File: config.mk
export PLATFORM = sky130hd
export DESIGN_NAME = utf8_stream_decoder
export DESIGN_NICKNAME = d
export VERILOG_FILES = /design/src/hw/rtl/u8sd_pkg.sv /design/src/hw/rtl/u8sd_decode.sv /design/src/hw/rtl/u8sd_outbuf.sv /design/src/hw/rtl/utf8_stream_decoder.sv
export SDC_FILE = /design/constraint.sdc
export NUM_CORES = 1
export LEC_CHECK = 0
export ABC_AREA = 1
export BUFFER_PORTS_ARGS = -buffer_cell sky130_fd_sc_hd__buf_4
export CAP_MARGIN = 0
export CORE_UTILIZATION = 50
export CTS_CLUSTER_SIZE = 30
export DETAILED_ROUTE_END_ITERATION = 10
export PLACE_DENSITY_LB_ADDON = 0.12
export SYNTH_ARGS = -nofsm -noshare
export SYNTH_HDL_FRONTEND = slang
export SYNTH_SLANG_ARGS = --single-unit
File: constraint.sdc
create_clock -name clk -period 2.8 [get_ports clk]
set_input_delay 0.56 -clock clk [delete_from_list [all_inputs] [get_ports clk]]
set_output_delay 0.56 -clock clk [all_outputs]
set_load 0.01 [all_outputs]
File: src/hw/rtl/u8sd_pkg.sv
package u8sd_pkg;

  localparam int unsigned UnitW    = 21;
  localparam int unsigned MaxUnits = 4;

  localparam logic [UnitW-1:0] ReplChar  = 21'h00FFFD;
  localparam logic [UnitW-1:0] MaxCp     = 21'h10FFFF;
  localparam logic [UnitW-1:0] SurrLo    = 21'h00D800;
  localparam logic [UnitW-1:0] SurrHi    = 21'h00DFFF;
  localparam logic [UnitW-1:0] BmpMax    = 21'h00FFFF;
  localparam logic [UnitW-1:0] SuppBase  = 21'h010000;
  localparam logic [15:0]      HiSurrBase = 16'hD800;
  localparam logic [15:0]      LoSurrBase = 16'hDC00;

  typedef struct packed {
    logic [7:0] data_byte;
    logic       end_of_stream;
  } in_item_t;

  typedef struct packed {
    logic [UnitW-1:0] code_unit;
    logic             last_of_run;
  } out_item_t;

  // results caused by one input item, in order
  typedef struct packed {
    logic [MaxUnits-1:0][UnitW-1:0] unit;
    logic [2:0]                     count;
  } res_list_t;

endpackage

File: src/hw/rtl/u8sd_decode.sv
module u8sd_decode (
  input  logic                clk,
  input  logic                rst,
  input  logic                load,
  input  u8sd_pkg::in_item_t  item,
  input  logic                utf16,
  output u8sd_pkg::res_list_t res
);

  logic [2:0]  exp_len, exp_len_next;
  logic [2:0]  coll, coll_next;
  logic [20:0] partial, partial_next;

  always_ff @(posedge clk) begin
    if (rst) begin
      exp_len <= 3'd0;
      coll    <= 3'd0;
      partial <= 21'd0;
    end else if (load) begin
      exp_len <= exp_len_next;
      coll    <= coll_next;
      partial <= partial_next;
    end
  end

  always_comb begin
    logic [7:0]  b;
    logic        eos;
    logic        is_cont;
    logic [2:0]  lead_len;
    logic [20:0] lead_bits;
    logic        lead_multi;
    logic        lead_opens;
    logic [2:0]  lead_n;
    logic [20:0] lead_unit;
    logic [20:0] acc;
    logic [2:0]  coll1;
    logic        bad;
    logic [20:0] cp;
    logic [20:0] v;

    b   = item.data_byte;
    eos = item.end_of_stream;
    is_cont = (b[7:6] == 2'b10);

    // lead byte classification
    lead_len   = 3'd0;
    lead_bits  = 21'd0;
    lead_multi = 1'b0;
    lead_n     = 3'd1;
    lead_unit  = u8sd_pkg::ReplChar;
    if (b[7] == 1'b0) begin
      lead_unit = {13'd0, b};
    end else if (b[7:5] == 3'b110) begin
      lead_multi = 1'b1; lead_len = 3'd2; lead_bits = {16'd0, b[4:0]};
    end else if (b[7:4] == 4'b1110) begin
      lead_multi = 1'b1; lead_len = 3'd3; lead_bits = {17'd0, b[3:0]};
    end else if (b[7:3] == 5'b11110) begin
      lead_multi = 1'b1; lead_len = 3'd4; lead_bits = {18'd0, b[2:0]};
    end
    lead_opens = lead_multi && !eos;
    if (lead_opens) begin
      lead_n = 3'd0;
    end

    acc   = {partial[14:0], b[5:0]};
    coll1 = coll + 3'd1;

    bad = ((exp_len == 3'd2) && (acc < 21'h80)) ||
          ((exp_len == 3'd3) && (acc < 21'h800)) ||
          ((exp_len == 3'd4) && (acc < u8sd_pkg::SuppBase)) ||
          (acc > u8sd_pkg::MaxCp) ||
          ((acc >= u8sd_pkg::SurrLo) && (acc <= u8sd_pkg::SurrHi));
    cp = bad ? u8sd_pkg::ReplChar : acc;
    v  = cp - u8sd_pkg::SuppBase;

    exp_len_next = exp_len;
    coll_next    = coll;
    partial_next = partial;
    res.count    = 3'd0;
    for (int i = 0; i < u8sd_pkg::MaxUnits; i++) begin
      res.unit[i] = u8sd_pkg::ReplChar;
    end

    if (exp_len == 3'd0) begin
      res.unit[0] = lead_unit;
      res.count   = lead_n;
      if (lead_opens) begin
        exp_len_next = lead_len;
        coll_next    = 3'd1;
        partial_next = lead_bits;
      end
    end else if (is_cont) begin
      if (coll1 >= exp_len) begin
        if (utf16 && (cp > u8sd_pkg::BmpMax)) begin
          res.unit[0] = {5'd0, u8sd_pkg::HiSurrBase + {6'd0, v[19:10]}};
          res.unit[1] = {5'd0, u8sd_pkg::LoSurrBase + {6'd0, v[9:0]}};
          res.count   = 3'd2;
        end else begin
          res.unit[0] = cp;
          res.count   = 3'd1;
        end
        exp_len_next = 3'd0;
        coll_next    = 3'd0;
        partial_next = 21'd0;
      end else if (eos) begin
        // flush lead plus every continuation byte seen, this one included
        res.count    = coll1;
        exp_len_next = 3'd0;
        coll_next    = 3'd0;
        partial_next = 21'd0;
      end else begin
        coll_next    = coll1;
        partial_next = acc;
      end
    end else begin
      // broken sequence: one replacement per buffered byte, then rescan as lead
      for (int i = 0; i < u8sd_pkg::MaxUnits; i++) begin
        if (3'(i) >= coll) begin
          res.unit[i] = lead_unit;
        end
      end
      res.count    = coll + lead_n;
      exp_len_next = 3'd0;
      coll_next    = 3'd0;
      partial_next = 21'd0;
      if (lead_opens) begin
        exp_len_next = lead_len;
        coll_next    = 3'd1;
        partial_next = lead_bits;
      end
    end
  end

endmodule

File: src/hw/rtl/u8sd_outbuf.sv
module u8sd_outbuf (
  input  logic                 clk,
  input  logic                 rst,
  input  logic                 load,
  input  u8sd_pkg::res_list_t  res,
  output logic                 free,
  output logic                 out_valid,
  input  logic                 out_ready,
  output u8sd_pkg::out_item_t  out_data
);

  logic [u8sd_pkg::MaxUnits-1:0][u8sd_pkg::UnitW-1:0] units;
  logic [2:0] count;
  logic [1:0] ptr;
  logic       busy;
  logic       at_last;
  logic       take;

  assign at_last   = ({1'b0, ptr} == (count - 3'd1));
  assign take      = busy && out_ready;
  assign free      = !busy || (take && at_last);
  assign out_valid = busy;

  assign out_data.code_unit   = units[ptr];
  assign out_data.last_of_run = at_last;

  always_ff @(posedge clk) begin
    if (rst) begin
      busy <= 1'b0;
      ptr  <= 2'd0;
    end else if (load) begin
      busy <= (res.count != 3'd0);
      ptr  <= 2'd0;
    end else if (take) begin
      if (at_last) begin
        busy <= 1'b0;
      end else begin
        ptr <= ptr + 2'd1;
      end
    end
  end

  always_ff @(posedge clk) begin
    if (load) begin
      units <= res.unit;
      count <= res.count;
    end
  end

endmodule

File: src/hw/rtl/utf8_stream_decoder.sv
// UTF-8 byte stream to UTF-16 code units (cfg bit set, the reset value) or whole
// code points (cfg bit clear). Bytes pass an input register and the decoder into
// a registered result buffer, loaded once it is free. A byte is accepted every
// cycle while each byte yields at most one result and out_ready stays high; a
// byte that yields more (surrogate pairs, error flushes, up to 4) holds the result
// buffer while it drains one result per cycle as out_ready allows, and input
// stalls while a byte waits in the input register. Malformed input gives U+FFFD
// as described for the decoder; last_of_run marks the final result of each byte.
module utf8_stream_decoder (
  input  logic                clk,
  input  logic                rst,
  input  logic                cfg_we,
  input  logic                cfg_wdata,
  input  logic                in_valid,
  output logic                in_ready,
  input  u8sd_pkg::in_item_t  in_data,
  output logic                out_valid,
  input  logic                out_ready,
  output u8sd_pkg::out_item_t out_data
);

  logic                utf16;
  logic                held;
  u8sd_pkg::in_item_t  held_item;
  logic                free;
  logic                load;
  u8sd_pkg::res_list_t res;

  assign load     = held && free;
  assign in_ready = !held || load;

  always_ff @(posedge clk) begin
    if (rst) begin
      utf16 <= 1'b1;
    end else if (cfg_we) begin
      utf16 <= cfg_wdata;
    end
  end

  always_ff @(posedge clk) begin
    if (rst) begin
      held <= 1'b0;
    end else if (in_ready) begin
      held <= in_valid;
    end
  end

  always_ff @(posedge clk) begin
    if (in_ready && in_valid) begin
      held_item <= in_data;
    end
  end

  u8sd_decode u_decode (
    .clk   (clk),
    .rst   (rst),
    .load  (load),
    .item  (held_item),
    .utf16 (utf16),
    .res   (res)
  );

  u8sd_outbuf u_outbuf (
    .clk       (clk),
    .rst       (rst),
    .load      (load),
    .res       (res),
    .free      (free),
    .out_valid (out_valid),
    .out_ready (out_ready),
    .out_data  (out_data)
  );

endmodule

# Word level (Yosys, flattened, before mapping)
# Index checks and enable logic that the tools add are counted.
dict set report word_totals {
  input_bits 15
  ff_bits 122
  elab_cells 124
}
dict set report op_classes {
  order_cmp 13
  mux 47
  reduce_logical 30
  bitwise_logic 3
  eq_ne 10
  add_sub_neg 7
}
# operator n
set ops {}
lappend ops {{15-bit two-way mux} 8}
lappend ops {{16-bit two-way mux} 4}
lappend ops {{3-bit two-way mux} 18}
lappend ops {{24-bit two-way mux} 2}
lappend ops {{45-bit two-way mux} 1}
lappend ops {{21-bit binary-select mux with 2-bit select} 1}
lappend ops {{21-bit two-way mux} 2}
lappend ops {{37-bit two-way mux} 1}
lappend ops {{15-bit by 11-bit adder with 16-bit output (first input constant)} 2}
lappend ops {{21-bit by 16-bit greater-or-equal comparator with 1-bit output (second input constant)} 1}
lappend ops {{21-bit by 16-bit > comparator with 1-bit output (second input constant)} 1}
lappend ops {{21-bit > comparator (second input constant)} 1}
lappend ops {{21-bit by 16-bit <= comparator with 1-bit output (second input constant)} 1}
lappend ops {{21-bit by 12-bit less-than comparator with 1-bit output (second input constant)} 1}
lappend ops {{21-bit by 17-bit less-than comparator with 1-bit output (second input constant)} 1}
lappend ops {{21-bit by 8-bit less-than comparator with 1-bit output (second input constant)} 1}
lappend ops {{20-bit by 17-bit subtractor with 20-bit output (second input constant)} 1}
lappend ops {{1-bit logical AND} 10}
lappend ops {{1-bit two-way mux} 9}
lappend ops {{3-bit by 2-bit == test with 1-bit output (second input constant)} 2}
lappend ops {{3-bit == test (second input constant)} 2}
lappend ops {{1-bit by 3-bit greater-or-equal comparator with 1-bit output (first input constant)} 2}
lappend ops {{2-bit by 3-bit greater-or-equal comparator with 1-bit output (first input constant)} 2}
lappend ops {{1-bit logical OR} 6}
lappend ops {{other kinds (22)} 30}

# Depth between registers and ports, before layout
dict set report depth {
  word_depth 15
  mapped_depth 21
  ltp_nobuf 21
}

# Cells and area by module
# A second synthesis with hierarchy kept.
dict set report unflattened {
  hier_cells 681
  hier_area_um2 6336.1
}
# mod instances area_each_um2 cells_each
set modules_own_cells {}
lappend modules_own_cells {u8sd_outbuf 1 3439.5 242}
lappend modules_own_cells {u8sd_decode 1 2534.9 417}
lappend modules_own_cells {utf8_stream_decoder 1 361.6 22}

# Worst setup path before layout
# No wires, ideal clock.
dict set report synth_timing {
  kind {register to register}
  startpoint {register u_outbuf.count[0]}
  endpoint {register u_outbuf.count[0], enable pin}
  path_slack_ns 0.128
  stages_incl_launch_ff 8
  arrival_ns 2.266
  required_time_ns 2.393
  synth_period_minus_slack_ns 2.672
  setup_ns 0.407
  path_cell_list {edfxtp_1 inv_1 ha_1 xor2_1 nand3_1 o21ai_2 nand2_1 inv_1}
}
dict set report synth_between {
  elab_chain_len 5
}
# element line_no
set synth_lines {}
lappend synth_lines {{from (decl)} u8sd_outbuf.sv:13} ;# logic [2:0] count;
lappend synth_lines {{from (signal assigned)} u8sd_outbuf.sv:46} ;# count <= res.count;
lappend synth_lines {{3-bit by 1-bit subtractor with 3-bit output} u8sd_outbuf.sv:19} ;# assign at_last = ({1'b0, ptr} == (count - 3'd1));
lappend synth_lines {{2-bit by 3-bit == test with 1-bit output} u8sd_outbuf.sv:19}
lappend synth_lines {{1-bit logical AND} u8sd_outbuf.sv:21} ;# assign free = !busy || (take && at_last);
lappend synth_lines {{1-bit logical OR} u8sd_outbuf.sv:21}
lappend synth_lines {{1-bit logical AND} utf8_stream_decoder.sv:29} ;# assign load = held && free;
lappend synth_lines {{net load} utf8_stream_decoder.sv:26} ;# logic load;
# The timed path passes the listed nets, and every way through them passes these cells.
# A chain may end at the register's enable or synchronous reset.

==> results.md <==
- The most critical setup path has its startpoint at u_decode.partial[13].
- The headroom to the max-slew limit is 62.0%.
- The worst setup path is captured at a flop.
- After layout, the minimum clock period comes to 2660 ps.
- Of the cells placed in the final design, the portion with a size suffix greater than 1 is just under 20%.
- In this run, synthesis produced a sequential element count of 87.
- Summing all placed instances gives a cell area of roughly 5000 um^2.
- The pin count of the biggest net entering global routing is 34.
- TritonCTS built the clock tree.
- Counting the fill cells in the layout gives between 700 and 800.
- Summed over all cells, the static leakage comes to 2.04 nW.
- The detailed-route wire length per cell is around 16 um.
- The final-layout setup total negative slack is 0 ps.
- In this run the deepest clock path goes through 2 buffers.
- Summed over all instances, the cell type with the most area after synthesis is edfxtp_1.
- The distinct cell type count of the synthesized netlist is 44.
- The part of the power in registers is about half.
- After synthesis, the largest area contributor takes up between 40% and 50% of total cell area.
- The fmax is between 0.3 and 0.4 GHz.
- Power comes to about 0.0030 W.
- The initial utilization of the core area, before any placement, comes to a little over 50%.
- The H-tree was split into 3 levels.
- After synthesis, the mean cell area works out to about 8.7 um^2.
- During placement, the flow inserted port buffers numbering 38.
- The number of cells on the worst reg-to-reg path is 17.
- The fraction of the cycle the final worst path needs is a little over nine tenths.
- The count of nets after finishing is approximately 600.
- Internal power comes to 0.00220 W.
- In this run the horizontal extent of the chip is 97.0 um.
- In this run the critical register-to-register path is launched from u_decode.partial[13].
- The path class of the tightest hold or removal check is in2reg.
- The final core utilization is approximately three fifths.
- The first-pass detailed-route iteration total is 5.
- The combinational group share of total power is around 16%.
- The count of final max-slew check failures is 0.
- The number of buffers inserted by hold repair at cts is 0.
- 0 antenna diodes ended up in the layout.
- The worst setup path is launched from a flop.
- The top flip-flop cell by instance count after synthesis is edfxtp_1.
- The final hold violation count came to 0.
- The wire length reported by the detailed router is around 11 mm.
- Among all stages on the critical path, the largest delay is contributed by dfxtp_2.
- The wire length of the first global-routing pass is around 18 mm.
- The run finished with clean final reports.
- The clock drives between 80 and 90 sinks.
- The total setup violations reported at the end of the flow is 0.
- The setup check on the worst reg-to-reg path leaves a slack of about 140 ps.
- The minimum setup slack in the final design is 137 ps.
- In this design, the stage delay of the slowest critical-path cell is around 350 ps.
- The area of all placed cells without fillers is between 5000 and 6000 um^2.
- The data required time at the worst endpoint is around 2900 ps.
- The critical path capture point is u_outbuf.units[4].
- The proportion of synthesized flip-flops having asynchronous set or reset is 0%.
- For this block, the initial DRC count from the detailed router was around 230.
- The root buffer cell chosen for the clock tree is clkbuf_8.
- The worst setup path is of the reg2reg kind.
- In the layout the commonest cells are nand2_1, nor2_1, edfxtp_1, buf_4, inv_1.
- Across the run, the number of max-cap violations was 0.
- The height of the die is 97.0 um.
- The netlist area before placement is approximately 4500 um^2.
- By area the synthesized netlist is led by edfxtp_1, dfxtp_1, nand2_1.
- The power density normalized to cell area is roughly 560 nW/um^2.
- The initial antenna violation count was 0.
- At the end of routability-driven placement, the weighted congestion stood at approximately 0.94.
- The leading cell type in the layout, fill and taps excluded is nand2_1.
- The sequential area share after synthesis is 52.1%.
- The number of clock buffers inserted by TritonCTS is 9.
- The net switching power figure is roughly 0.00076 W.
- The worst-case IR drop observed on VDD is roughly 0.00038 V.
- Before CTS, the worst setup slack after placement is around 120 ps.
- After technology mapping, the gate count stands at about 520.
- Clock skew on the completed layout was measured at approximately 10 ps.
- The wire-length estimate of the detail-placed layout is approximately 7.8 mm.
- The share of total power consumed by net switching is about 26%.
- Global routing used 23.8% of the available tracks across all layers.
- The area of the core is 8720 um^2.
- The I/O pin count is 39.
- At the later pin of the worst-skew pair, clock insertion delay measures ~360 ps.
- The area growth from synthesis to layout is 16.3%.
- The area enclosed by the die boundary is 9410 um^2.
- The slew of the pin with the lowest slew margin is 564 ps.
- The total of warnings raised by yosys is 0.
- The via count of the first global-routing pass is roughly 3600.
- The clock group share of total power is between 30% and 40%.
- The remaining global-route overflow is 0.
- The count of unresolved DRC violations after routing is 0.
- The number of core rows is 34.
- The vias after detailed routing is roughly 3800.
- In this run the critical register-to-register path is captured at u_outbuf.units[4].
- After clock tree synthesis, the clock-pin slew on the worst setup and hold paths is 90 ps.
- Walking the worst path, the cells encountered are nor2_2 > nand3_1 > nor2_2 > nor2_4 > nand3_2 > inv_2 > nand2_1 > ha_1 > nand3b_1 > nor3_1 > nand4_1 > nor2_1 > nor2_2 > nand2_4 > inv_2 > nor2_4 > a31oi_1.
- Along the worst path, the maximum fanout reaches 6.
- The post-route antenna net violation count is 0.
- At the worst endpoint, the arrival time is between 2000 and 3000 ps.
- The most frequent cell on the critical path is nor2_2.
- The number of nets produced by synthesis is around 550.
- The number of enable flip-flop cells after synthesis is 61.
- In the routed layout, each cell is associated on average with a via count of around 5.6.
## cells by family (layout without fill, tap and decap cells)
family | after synthesis | after routing | share of synthesized area, %
XOR/XNOR | 6 | 6 | 1.16
adder cells (fa/ha/maj) | 11 | 11 | 3.05
AO/OA/AOI/OAI | 99 | 99 | 12.5
flip-flops | 87 | 87 | 52.1
AND/OR/NAND/NOR | 245 | 245 | 24.8
buffers and inverters | 71 | 121 | 6.40
## final cells by class
type | instances | area [um^2] | share of cell area (%)
sequential | 87 | 2360 | 45.1
multi-input combinational | 361 | 1890 | 36.1
timing repair buffer | 55 | 425 | 8.11
inverter | 51 | 196 | 3.74
tap | 108 | 135 | 2.58
clock buffer | 9 | 124 | 2.36
clock inverter | 6 | 110 | 2.10
## synthesized netlist by cell type, types with 4 or more instances
master and count:
nor2_2 6, a21oi_1 31, o22ai_1 8, nor3_1 11
a31oi_1 8, dfxtp_1 26, edfxtp_1 61, nand3_1 38
inv_1 44, o21ai_0 36, o31ai_1 5, ha_1 11
buf_2 4, nand2_1 93, clkbuf_1 13, nand4_1 6
nor2_1 73, inv_2 5
## worst max-delay path: cells and delay by family (launching register included)
| kind | cells | cell delay, ps |
|---|---|---|
| AND/OR/NAND/NOR | 13 | 1580 |
| flip-flops | 1 | 350 |
| adder cells (fa/ha/maj) | 1 | 160 |
| AO/OA/AOI/OAI | 1 | 160 |
| buffers and inverters | 2 | 120 |
## flip-flops by register name (all words and copies together), names as in the netlist
| name | count |
|---|---|
| u_decode.exp_len | 3 |
| utf16 | 1 |
| u_outbuf.count | 3 |
| held | 1 |
| u_decode.partial | 15 |
| u_outbuf.ptr | 2 |
| u_outbuf.units | 49 |
| held_item | 9 |
| u_outbuf.out_valid | 1 |
| u_decode.coll | 3 |
## how the worst min path moves through the flow
| stage | startpoint | endpoint | cells after the start |
|---|---|---|---|
| final | in_data[0] | held_item[0] | 1 |
| after CTS | in_data[0] | held_item[0] | 1 |
| after floorplan | held | u_outbuf.out_valid | 2 |
| after global placement | held | u_outbuf.out_valid | 2 |
| after detailed placement | held | u_outbuf.out_valid | 2 |
| after global routing | in_data[8] | held_item[8] | 1 |
## power by group through the flow
stage                     combinational [W]  sequential (W)  clock (W)
after global routing               0.000513         0.00149    0.00108
after global placement             0.000448         0.00151          0
final                              0.000460         0.00148    0.00101
after CTS                          0.000455         0.00148    0.00103
after detailed placement           0.000454         0.00151          0
after floorplan                    0.000291         0.00150          0
## what timing repair did
| item | in CTS | in global routing |
|---|---|---|
| resized for setup | 0 | 16 |
| setup buffers | 0 | 1 |
| endpoints found under the setup margin | 0 | 38 |
## routing by layer
layer | routed length, um | up-vias | GRT usage [%]
met4 | 266 | 0 | 9.76
met5 | 0 | - | 0
li1 | - | 1868 | -
met1 | 4780 | 1771 | 31.9
met3 | 559 | 28 | 4.41
met2 | 5070 | 134 | 38.3
## metrics by stage
| stage | hold WS [ps] | instances |
|---|---|---|
| after global placement | 463 | 661 |
| after global routing | 356 | 677 |
| after floorplan | 452 | 519 |
| after CTS | 363 | 676 |
| after detailed placement | 472 | 661 |
| final | 372 | 677 |
(Power assumes the default switching activity.)
